--- src/rtl/odc_pkg.sv ---
// Shared types, register codes and elaboration-time helpers for the directory checker.
`default_nettype none
package odc_pkg;

	localparam int unsigned WORD_W = 32;

	// Entry status codes, first error latched per directory
	typedef enum logic [1:0] {
		ST_OK     = 2'd0,
		ST_ALIGN  = 2'd1,
		ST_LAYOUT = 2'd2,
		ST_BOUNDS = 2'd3
	} status_t;

	// Configuration register indexes
	typedef enum logic [1:0] {
		REG_PACKED_AREA_LENGTH = 2'd0,
		REG_MINIMUM_LENGTH     = 2'd1,
		REG_EXACT_MODE         = 2'd2,
		REG_EXACT_LENGTH       = 2'd3
	} reg_idx_t;

	typedef struct packed {
		logic [WORD_W-1:0] packed_area_length;
		logic [WORD_W-1:0] minimum_length;
		logic              exact_mode;
		logic [WORD_W-1:0] exact_length;
	} cfg_t;

	// Stateless check results for one entry
	typedef struct packed {
		logic              align_bad;
		logic              length_bad;
		logic              bounds_bad;
		logic [WORD_W-1:0] offset;
		logic [WORD_W-1:0] entry_end;
		logic              last;
	} check_t;

	// Count low zero bits of a nonzero constant
	function automatic int unsigned trailing_zeros(input int unsigned v);
		int unsigned n;
		int unsigned x;
		n = 0;
		x = v;
		for (int i = 0; i < 31; i++) begin
			if (x != 0 && (x & 1) == 0) begin
				x = x >> 1;
				n++;
			end
		end
		return n;
	endfunction

	// Inverse of an odd constant modulo 2^32 by Newton iteration
	function automatic logic [WORD_W-1:0] odd_inverse(input logic [WORD_W-1:0] m);
		logic [WORD_W-1:0] x;
		x = m;
		for (int i = 0; i < 5; i++) begin
			x = x * (32'd2 - m * x);
		end
		return x;
	endfunction

endpackage
`default_nettype wire

--- src/rtl/odc_precheck.sv ---
// Input register, stateless entry checks (alignment, length, bounds) and check result register.
`default_nettype none
module odc_precheck #(
	parameter int unsigned ALIGN_BYTES = 8
) (
	input  wire logic                      clk,
	input  wire logic                      arst_n,
	input  wire odc_pkg::cfg_t             cfg,
	input  wire logic                      in_valid,
	output logic                           in_ready,
	input  wire logic [odc_pkg::WORD_W-1:0] in_offset,
	input  wire logic [odc_pkg::WORD_W-1:0] in_length,
	input  wire logic                      in_last,
	output logic                           out_valid,
	input  wire logic                      out_ready,
	output odc_pkg::check_t                out_check
);
	import odc_pkg::*;

	// Divisibility by ALIGN_BYTES = 2^TZ * ODD: low bits clear, and the odd
	// part tested by multiplying with its modular inverse.
	localparam int unsigned       ALIGN_TZ    = trailing_zeros(ALIGN_BYTES);
	localparam logic [WORD_W-1:0] ALIGN_ODD   = WORD_W'(ALIGN_BYTES >> ALIGN_TZ);
	localparam logic [WORD_W-1:0] ALIGN_INV   = odd_inverse(ALIGN_ODD);
	localparam logic [WORD_W-1:0] ALIGN_LIMIT = {WORD_W{1'b1}} / ALIGN_ODD;
	localparam logic [WORD_W-1:0] ALIGN_MASK  = (WORD_W'(1) << ALIGN_TZ) - WORD_W'(1);

	logic              valid_s1;
	logic [WORD_W-1:0] offset_s1;
	logic [WORD_W-1:0] length_s1;
	logic              last_s1;
	logic              valid_s2;
	check_t            check_s2;
	logic              load_s1;
	logic              load_s2;
	logic [WORD_W-1:0] align_prod;
	logic [WORD_W:0]   end_sum;
	check_t            check_d;

	// Stage enables: a stage loads when empty or when it drains this cycle
	assign load_s2  = !valid_s2 || out_ready;
	assign load_s1  = !valid_s1 || load_s2;
	assign in_ready = load_s1;

	// Input register
	always_ff @(posedge clk or negedge arst_n) begin
		if (!arst_n) begin
			valid_s1 <= 1'b0;
		end else if (load_s1) begin
			valid_s1 <= in_valid;
		end
	end

	always_ff @(posedge clk) begin
		if (load_s1 && in_valid) begin
			offset_s1 <= in_offset;
			length_s1 <= in_length;
			last_s1   <= in_last;
		end
	end

	// Stateless checks on the registered entry
	always_comb begin
		align_prod         = WORD_W'(offset_s1 * ALIGN_INV);
		end_sum            = {1'b0, offset_s1} + {1'b0, length_s1};
		check_d.align_bad  = ((offset_s1 & ALIGN_MASK) != '0) || (align_prod > ALIGN_LIMIT);
		check_d.length_bad = cfg.exact_mode ? (length_s1 != cfg.exact_length)
		                                    : (length_s1 < cfg.minimum_length);
		check_d.bounds_bad = end_sum > {1'b0, cfg.packed_area_length};
		check_d.offset     = offset_s1;
		check_d.entry_end  = end_sum[WORD_W-1:0];
		check_d.last       = last_s1;
	end

	// Check result register
	always_ff @(posedge clk or negedge arst_n) begin
		if (!arst_n) begin
			valid_s2 <= 1'b0;
		end else if (load_s2) begin
			valid_s2 <= valid_s1;
		end
	end

	always_ff @(posedge clk) begin
		if (load_s2 && valid_s1) begin
			check_s2 <= check_d;
		end
	end

	assign out_valid = valid_s2;
	assign out_check = check_s2;

endmodule
`default_nettype wire

--- config.mk ---
export PLATFORM = sky130hd
export DESIGN_NAME = odc_precheck
export DESIGN_NICKNAME = d
export VERILOG_FILES = /design/src/rtl/odc_pkg.sv /design/src/rtl/odc_precheck.sv
export SDC_FILE = /design/constraint.sdc
export NUM_CORES = 1
export LEC_CHECK = 0
export ABC_AREA = 1
export BUFFER_PORTS_ARGS = -buffer_cell sky130_fd_sc_hd__buf_2
export CAP_MARGIN = 20
export CORE_ASPECT_RATIO = 1.4
export CORE_MARGIN = 1.5
export CORE_UTILIZATION = 50
export CTS_CLUSTER_SIZE = 14
export DETAILED_ROUTE_END_ITERATION = 10
export PLACE_DENSITY = 0.86
export SYNTH_ARGS = -nofsm -noshare
export SYNTH_HDL_FRONTEND = slang
export SYNTH_SLANG_ARGS = --single-unit
--- constraint.sdc ---
create_clock -name clk -period 5.4 [get_ports clk]
set_clock_uncertainty 0.2 [all_clocks]
set_input_delay 1.62 -clock clk [delete_from_list [all_inputs] [get_ports clk]]
set_output_delay 1.62 -clock clk [all_outputs]
set_load 0.01 [all_outputs]
# Word-level counts from Yosys, hierarchy flattened
# Cells that the tools add are included.
word_totals:
  romBits: 0
  memories: 0
  output_inout_bits: 70
  inputBits: 166
  mem_bits_rw: 0
  ff_bits: 135
  latch_bits: 0
  elab_cells: 25
classes:
  div_mod_pow: 0
  shift: 0
  bitwise: 0
  n_mux: 1
  n_lt_le_gt_ge: 3
  n_addsub: 1
  eq_ne: 1
  n_reduce_logical: 8
  mul: 0
ops:
  columns: ["cell", "count"]
  rows:
  - ["$add A32 B32 Y33", 1]
  - ["$gt A33 B32 Y1", 1]
  - ["$gt A32 B32 Y1 const B", 1]
  - ["$lt A32 B32 Y1", 1]
  - ["$ne A32 B32 Y1", 1]
  - ["$reduce_bool A32 Y1", 1]
  - ["$logic_or A1 B1 Y1", 3]
  - ["$logic_and A1 B1 Y1", 2]
  - ["$logic_not A1 Y1", 2]
  - ["$mux W1", 1]

# Longest topological paths before layout
# Gate-level depths: netlist (run 1).
logic_depth:
  depth_word: 4
  mapped_depth: 23

# Least setup slack after synthesis (run 1)
# Ideal clock, no wire load.
synth_path:
  kind: "input to register"
  startpoint: "input out_ready"
  endpoint: "register check_s2 (netlist bit out_check[0]), enable pin"
  setup_slack_ns: -0.279
  t_arrival_ns: 4.963
  required_ns: 4.684
  cell_stages: 2
  setup_time_ns: 0.516
  cell_sequence: "inv_1 a21oi_1"
synth_via:
  elab_chain_len: 2
synth_lines:
  columns: ["element", "line", "text"]
  rows:
  - ["start: declaration", "odc_precheck.sv:15", "input wire logic out_ready,"]
  - ["$logic_or A1 B1 Y1", "odc_precheck.sv:41", "assign load_s2 = !valid_s2 || out_ready;"]
  - ["$logic_and A1 B1 Y1", "odc_precheck.sv:85", "if (load_s2 && valid_s1) begin"]
  - ["end signal: assignment", "odc_precheck.sv:86", "check_s2 <= check_d;"]
  - ["end: declaration", "odc_precheck.sv:33", "check_t check_s2;"]
# Every way passes these cells.
# A chain may end at the register's enable or synchronous reset.

# Final worst setup path (run 1)
layout_path:
  startpoint: "input out_ready"
  endpoint: "output in_ready"
layout_via:
  elab_chain_len: 2
layout_lines:
  columns: ["element", "line", "text"]
  rows:
  - ["$logic_or A1 B1 Y1", "odc_precheck.sv:41", null]
  - ["$logic_or A1 B1 Y1", "odc_precheck.sv:42", "assign load_s1 = !valid_s1 || load_s2;"]
  - ["end: declaration", "odc_precheck.sv:10", "output logic in_ready,"]
# Every way passes these cells.

==> results.toml, run 1 <==
[synth]
async_flop_share_pct = 1.48
synth_fa_ha_area_share_pct = 15.2
synth.area.mux_share_pct = 0
synth_top_family_by_area = "adder cells"
ys_seq_area_share_pct = 50.8
yosys.area_share.xor_xnor_pct = 5.39
netlist_instances = 756
synth_ff_type = "edfxtp_1"
synthSimpleGateAreaFrac_pct = 11.9
yosysWarnings = 0
synthesis.area_um2 = 7960
synth-edff-count = 133
syn-num-nets = 1018
avgSynthCellArea_um2 = 10.5
synth_compound_area_share_pct = 10.9
yosys_register_bits = 135
synth_cell_types = 41

[drt]
postRouteWirelength_um = 20800
first_pass_iters = 8
drt_iter0_markers = 335
drc = 0
ant_nets = 0
vias_per_cell = 5.23
vias = 6386
wire_per_inst_um = 17.0

[clock_tree]
clock_sinks = 135
path_clk_slew_ps = 60
clk_latency_ps = 410
clockRootBuffer = "clkbuf_16"
hold_buffers = 0
h-tree-depth = 4
postCtsResizedCells = 0
cts_made_buffers = 17
clockBufferDepth = 2
cts_setup_buffers = 0
cts_tree = "built"

[sta]
rsz0062_at_grt = "no"
worst_slew_pin_slew_ps = 895
tns_ps = 0
report.final.slew_viol_count = 0
fin_crit_ps = 3940
setup_viol = 0
setup_slack_ps = 1460
max_freq_mhz = 254
fin_crit_sh_pct = 73.0
relSlewSlack_pct = 40.4
hold_violations = 0

[critical_path]
reg2regPathDepth = 20
path_class = "in -> out"
cpMostUsedCell = "buf_2"
critPathRequiredTime_ps = 3580
startpoint_type = "input pin"
r2r-start = "length_s1[0]"
cpMaxStageDelayCell = "buf_2"
end_kind = "primary output"
critPathMaxStageDelay_ps = 170
r2r_end = "out_check[65]"
path_cells = "buf_2, inv_1, nand3_1, buf_2"
cp_max_fo = 3
worstPathArrival_ps = 2120
r2r_setup_slack_ps = 1770

[grt]
overflow = 0
grt_pass1_vias = 6448
grt_max_degree = 69
grt_usage_pct = 26.1
antenna_found_initial = 2
grt_pass1_wl_um = 32300

[cells_and_area]
post-route-cell-area_um2 = 10100
syn2layout_area_growth_pct = 26.3
drive_above_1_share_pct = 29.4
finish.net_count = 1272
regArea_um2 = 4040
n_fill_cell = 1247
multiInputGateArea_um2 = 3460

[run]
cap_violations = 0

[floorplanning]
io-pin-count = 236
die-area_um2 = 16700
die_h_um = 152
row_count = 54
core_um2 = 15600
die_w_um = 110
initial_core_util_pct = 51.0

[worst_hold_path]
hold_end = "out_check[0]"
min_delay_path_depth = 0
hp-class = "reg -> reg"
worstHoldStart = "last_s1"

[placement]
dp_hpwl_um = 16800
gp_congestion = 0.940
io_buffer_count = 235
placed_area_um2 = 9400
dp_slack_ps = 1460

[power_and_ir_drop]
vdd_drop_max_mv = 0.196
power_density_nw_per_um2 = 342
leakage_nw = 4.74

[run_status]
status = "finished, final reports clean"
==> Yosys cell counts, types with 2 or more instances <==
cell type  count  area (um^2)
nor4_1         2         12.5
nor3_1         8         40.0
nand2_1      117          439
a21oi_4        3         48.8
o21ai_2        4         35.0
inv_1        119          447
ha_1          95         1190
nor2_1        35          131
nand3_1       22          110
nand2_2        2         12.5
a31oi_1        3         18.8
o21ai_0       22          110
xnor2_1       32          280
o21a_1         3         22.5
clkbuf_1       2         7.51
a21oi_2        6         52.6
o2111ai_1      3         26.3
o21ai_4        2         32.5
o21bai_1       4         30.0
inv_2          2         7.51
a21oi_1       66          330
xor2_1        17          149
edfxtp_1     133         3990
o221ai_1       2         17.5
o211ai_1       3         22.5
or2_2          7         43.8
a21o_1         6         45.0
nand3_2        2         20.0
dfrtp_1        2         50.1
o21ai_1        3         15.0
nand4_1       19          119
==> layout by cell type, fill, tap and decap left out, types with 6 or more instances in the layout <==
| cell type | n |
|---|---|
| a21oi_1 | 65 |
| nand4_1 | 19 |
| a21oi_2 | 6 |
| ha_1 | 95 |
| nand3_1 | 22 |
| edfxtp_1 | 133 |
| buf_2 | 235 |
| o21ai_0 | 22 |
| nor3_1 | 8 |
| clkbuf_16 | 17 |
| xnor2_1 | 32 |
| a21o_1 | 6 |
| or2_2 | 7 |
| inv_1 | 118 |
| nor2_1 | 35 |
| xor2_1 | 17 |
| nand2_1 | 117 |
==> power breakdown <==
part | internal, mW | leakage, nW | switching (mW) | total [mW]
clock network | 0.808 | 0.314 | 0.461 | 1.27
registers | 1.30 | 1.30 | 0.0506 | 1.36
logic | 0.321 | 3.13 | 0.498 | 0.819
total | 2.43 | 4.74 | 1.01 | 3.44
==> sequential cells by signal, summed over array words and instances, names as in the netlist <==
| register | count |
|---|---|
| last_s1 | 1 |
| length_s1 | 32 |
| offset_s1 | 32 |
| out_check | 68 |
| out_valid | 1 |
| valid_s1 | 1 |
==> cell type report <==
| class | instances | area share [%] |
|---|---|---|
| clock buffers | 20 | 4.54 |
| multi-input cells | 498 | 34.5 |
| repair buffers | 237 | 11.8 |
| inverters | 121 | 4.52 |
| diodes | 2 | 0.0498 |
| well taps | 196 | 2.44 |
| clock inverters | 12 | 1.90 |
| flip-flops and latches | 135 | 40.2 |
==> metal layers <==
layer / wire (um) / GRT usage (%) / share of wire (%) / up-vias
met1: 7820 / 29.3 / 38 / 2968
met3: 1060 / 4.53 / 5.1 / 43
met4: 776 / 12.9 / 3.7 / 0
met2: 11100 / 46.3 / 54 / 230
met5: 0 / 0 / 0 / -
li1: - / - / - / 3145
==> per-stage QoR <==
stage	power, mW	hold WS, ps	cells	utilization, %
floorplan	1.89	200	756	-
global placement	2.15	205	1187	60.2
detailed placement	2.19	206	1187	60.2
CTS	3.45	221	1219	64.4
global route	3.61	229	1221	64.4
finish	3.44	219	1221	64.4
==> how the worst max path moves through the flow <==
stage                     cells after the start  slack (ps)      start      endpoint
after floorplan                               2        1100  out_ready  out_check[0]
after global placement                        4        1480  out_ready      in_ready
after detailed placement                      4        1460  out_ready      in_ready
after CTS                                     4        1460  out_ready      in_ready
after global routing                          4        1400  out_ready      in_ready
final                                         4        1460  out_ready      in_ready
==> cells by family after synthesis <==
| group | after synthesis |
|---|---|
| AO/OA/AOI/OAI | 136 |
| XOR/XNOR | 49 |
| adder cells (fa/ha/maj) | 96 |
| buffers and inverters | 123 |
| flip-flops | 135 |
| AND/OR/NAND/NOR | 217 |
==> worst max-delay path: cells and delay by family <==
| kind | cells | cell delay, ps |
|---|---|---|
| buffers and inverters | 3 | 370 |
| AND/OR/NAND/NOR | 1 | 130 |
(Power assumes the default switching activity.)
==> run 2: changes to the inputs <==
Clock period 5.4 ns to 3.8 ns, I/O delays scaled along.
==> results.toml, run 2 (synthesized netlist as in run 1, its figures left out) <==
[run_status]
status = "finished, final reports clean"

[critical_path]
r2r_setup_slack_ps = 260
cp-endpoint = "out_check[65]"
reg2regPathDepth = 16
cpMaxStageDelayCell = "edfxtp_1"
end_kind = "flop"
critical_path.top_delay_family = "simple AND/OR/NAND/NOR gates"
startpoint_type = "flop"
worstPathArrival_ps = 3520
crit_cells = 16
path_cells = "ha_1, a21oi_1, nand2_2, a21oi_4, o21ai_4, nand3_2, nand2_2, nand3_1, nand2_1, xor2_1, ha_1, nand4_1, nor3_1, nand4_1, nand2_1, nand2_1"
critPathRequiredTime_ps = 3780
r2r-start = "length_s1[2]"
cpMostUsedCell = "nand2_1"
cp_max_fo = 4
critPathMaxStageDelay_ps = 450
critical_path.startpoint = "length_s1[2]"
path_class = "reg -> reg"
r2r_end = "out_check[65]"
critical_path_buf_inv_count = 0

[grt]
antenna_found_initial = 0
overflow = 0
grt_pass1_vias = 6754
grt_max_degree = 69
grt_pass1_wl_um = 32700
grt_usage_pct = 26.1

[placement]
dp_hpwl_um = 17100
dp_slack_ps = 224
io_buffer_count = 235
gp_congestion = 0.974

[sta]
setup_slack_ps = 257
relSlewSlack_pct = 61.5
max_freq_mhz = 282
fin_crit_sh_pct = 93.2
tns_ps = 0
setup_viol = 0
hold_violations = 0
fin_crit_ps = 3540
report.final.slew_viol_count = 0
worst_slew_pin_slew_ps = 576
rsz0062_at_grt = "no"

[power_and_ir_drop]
power_density_nw_per_um2 = 463
leakage_nw = 4.71
vdd_drop_max_mv = 0.254

[floorplanning]
core_um2 = 15600
die_h_um = 152
initial_core_util_pct = 51.0
die_w_um = 110
row_count = 54
io-pin-count = 236
die-area_um2 = 16700

[cells_and_area]
most-common-layout-cells = "buf_2, edfxtp_1, inv_1"
drive_above_1_share_pct = 29.5
finish.net_count = 1275
syn2layout_area_growth_pct = 25.7
diodes = 0
final_common_cell = "buf_2"
largest_reg_flops = 68

[worst_hold_path]
hp-class = "reg -> reg"

[clock_tree]
clockRootBuffer = "clkbuf_16"
cts_made_buffers = 17
path_clk_slew_ps = 60
cts_tree = "built"
clk_latency_ps = 430
clockBufferDepth = 2
h-tree-depth = 4
clock_sinks = 135

[drt]
vias_per_cell = 5.32
drc = 0
ant_nets = 0
postRouteWirelength_um = 21100
drt_iter0_markers = 350
vias = 6504
wire_per_inst_um = 17.3
first_pass_iters = 7

[run]
cap_violations = 0
## run 2: changes by cell type in the layout (fill, tap and decap cells not counted), moves of 2 or more
cell | previous run | this run
clkbuf_8 | 2 | 0
clkinv_1 | 0 | 3
buf_12 | 0 | 2
diode_2 | 2 | 0
clkinv_2 | 0 | 3
bufinv_16 | 4 | 1
## run 2: worst min-delay path by stage
| stage | from | end | slack (ps) | cells after the start |
|---|---|---|---|---|
| 2_1_floorplan | last_s1 | out_check[0] | 200 | 0 |
| 3_3_place_gp | last_s1 | out_check[0] | 200 | 0 |
| 3_5_place_dp | last_s1 | out_check[0] | 220 | 0 |
| 4_1_cts | last_s1 | out_check[0] | 230 | 0 |
| 5_1_grt | last_s1 | out_check[0] | 240 | 0 |
| 6_report | last_s1 | out_check[0] | 230 | 0 |
## run 2: layer usage
layer	vias to the layer above	part of all wire [%]	track usage, %
met5	-	0	0
met4	0	4.8	13.7
met3	66	6.2	5.18
met2	288	52	46.1
met1	3001	37	29.0
li1	3149	-	-
## run 2: through the flow
step                      hold WS, ps  instance area (um^2)  power (mW)  util, %  std cells
after detailed placement          219                  9430        3.11     60.4       1188
after CTS                         233                  9970        4.64     63.9       1220
after global routing              236                 10000        4.87     64.1       1222
after global placement            201                  9430        3.08     60.4       1188
final                             228                 10000        4.63     64.1       1222
after floorplan                   200                  7970        2.69        -        756
## run 2: repair_timing
item                                    4_1_cts  5_1_grt
gates resized for setup                       0        4
setup buffers                                 0        2
endpoints found under the setup margin        0        1
hold buffers                                  0        0
## run 2: layout make-up
type / count / area, um^2
Multi-Input combinational cell: 498 / 3480
Timing Repair Buffer: 240 / 1240
Sequential cell: 135 / 4040
Inverter: 121 / 454
Clock buffer: 19 / 433
Tap cell: 196 / 245
Clock inverter: 13 / 106
Fill cell: 1246 / 5610
## run 2: worst reg2reg max path: stages, from the launching register on
cell	delay [ps]
edfxtp_1	450
ha_1	390
a21oi_1	210
nand2_2	110
a21oi_4	240
o21ai_4	110
nand3_2	80
nand2_2	90
nand3_1	80
nand2_1	60
xor2_1	170
ha_1	390
nand4_1	120
nor3_1	310
nand4_1	140
nand2_1	90
nand2_1	50
## run 2: power breakdown
part / leakage, nW / switching (mW) / total (mW) / internal, mW
Combinational: 3.15 / 0.712 / 1.18 / 0.471
Sequential: 1.30 / 0.0739 / 1.93 / 1.85
Clock: 0.260 / 0.632 / 1.52 / 0.893
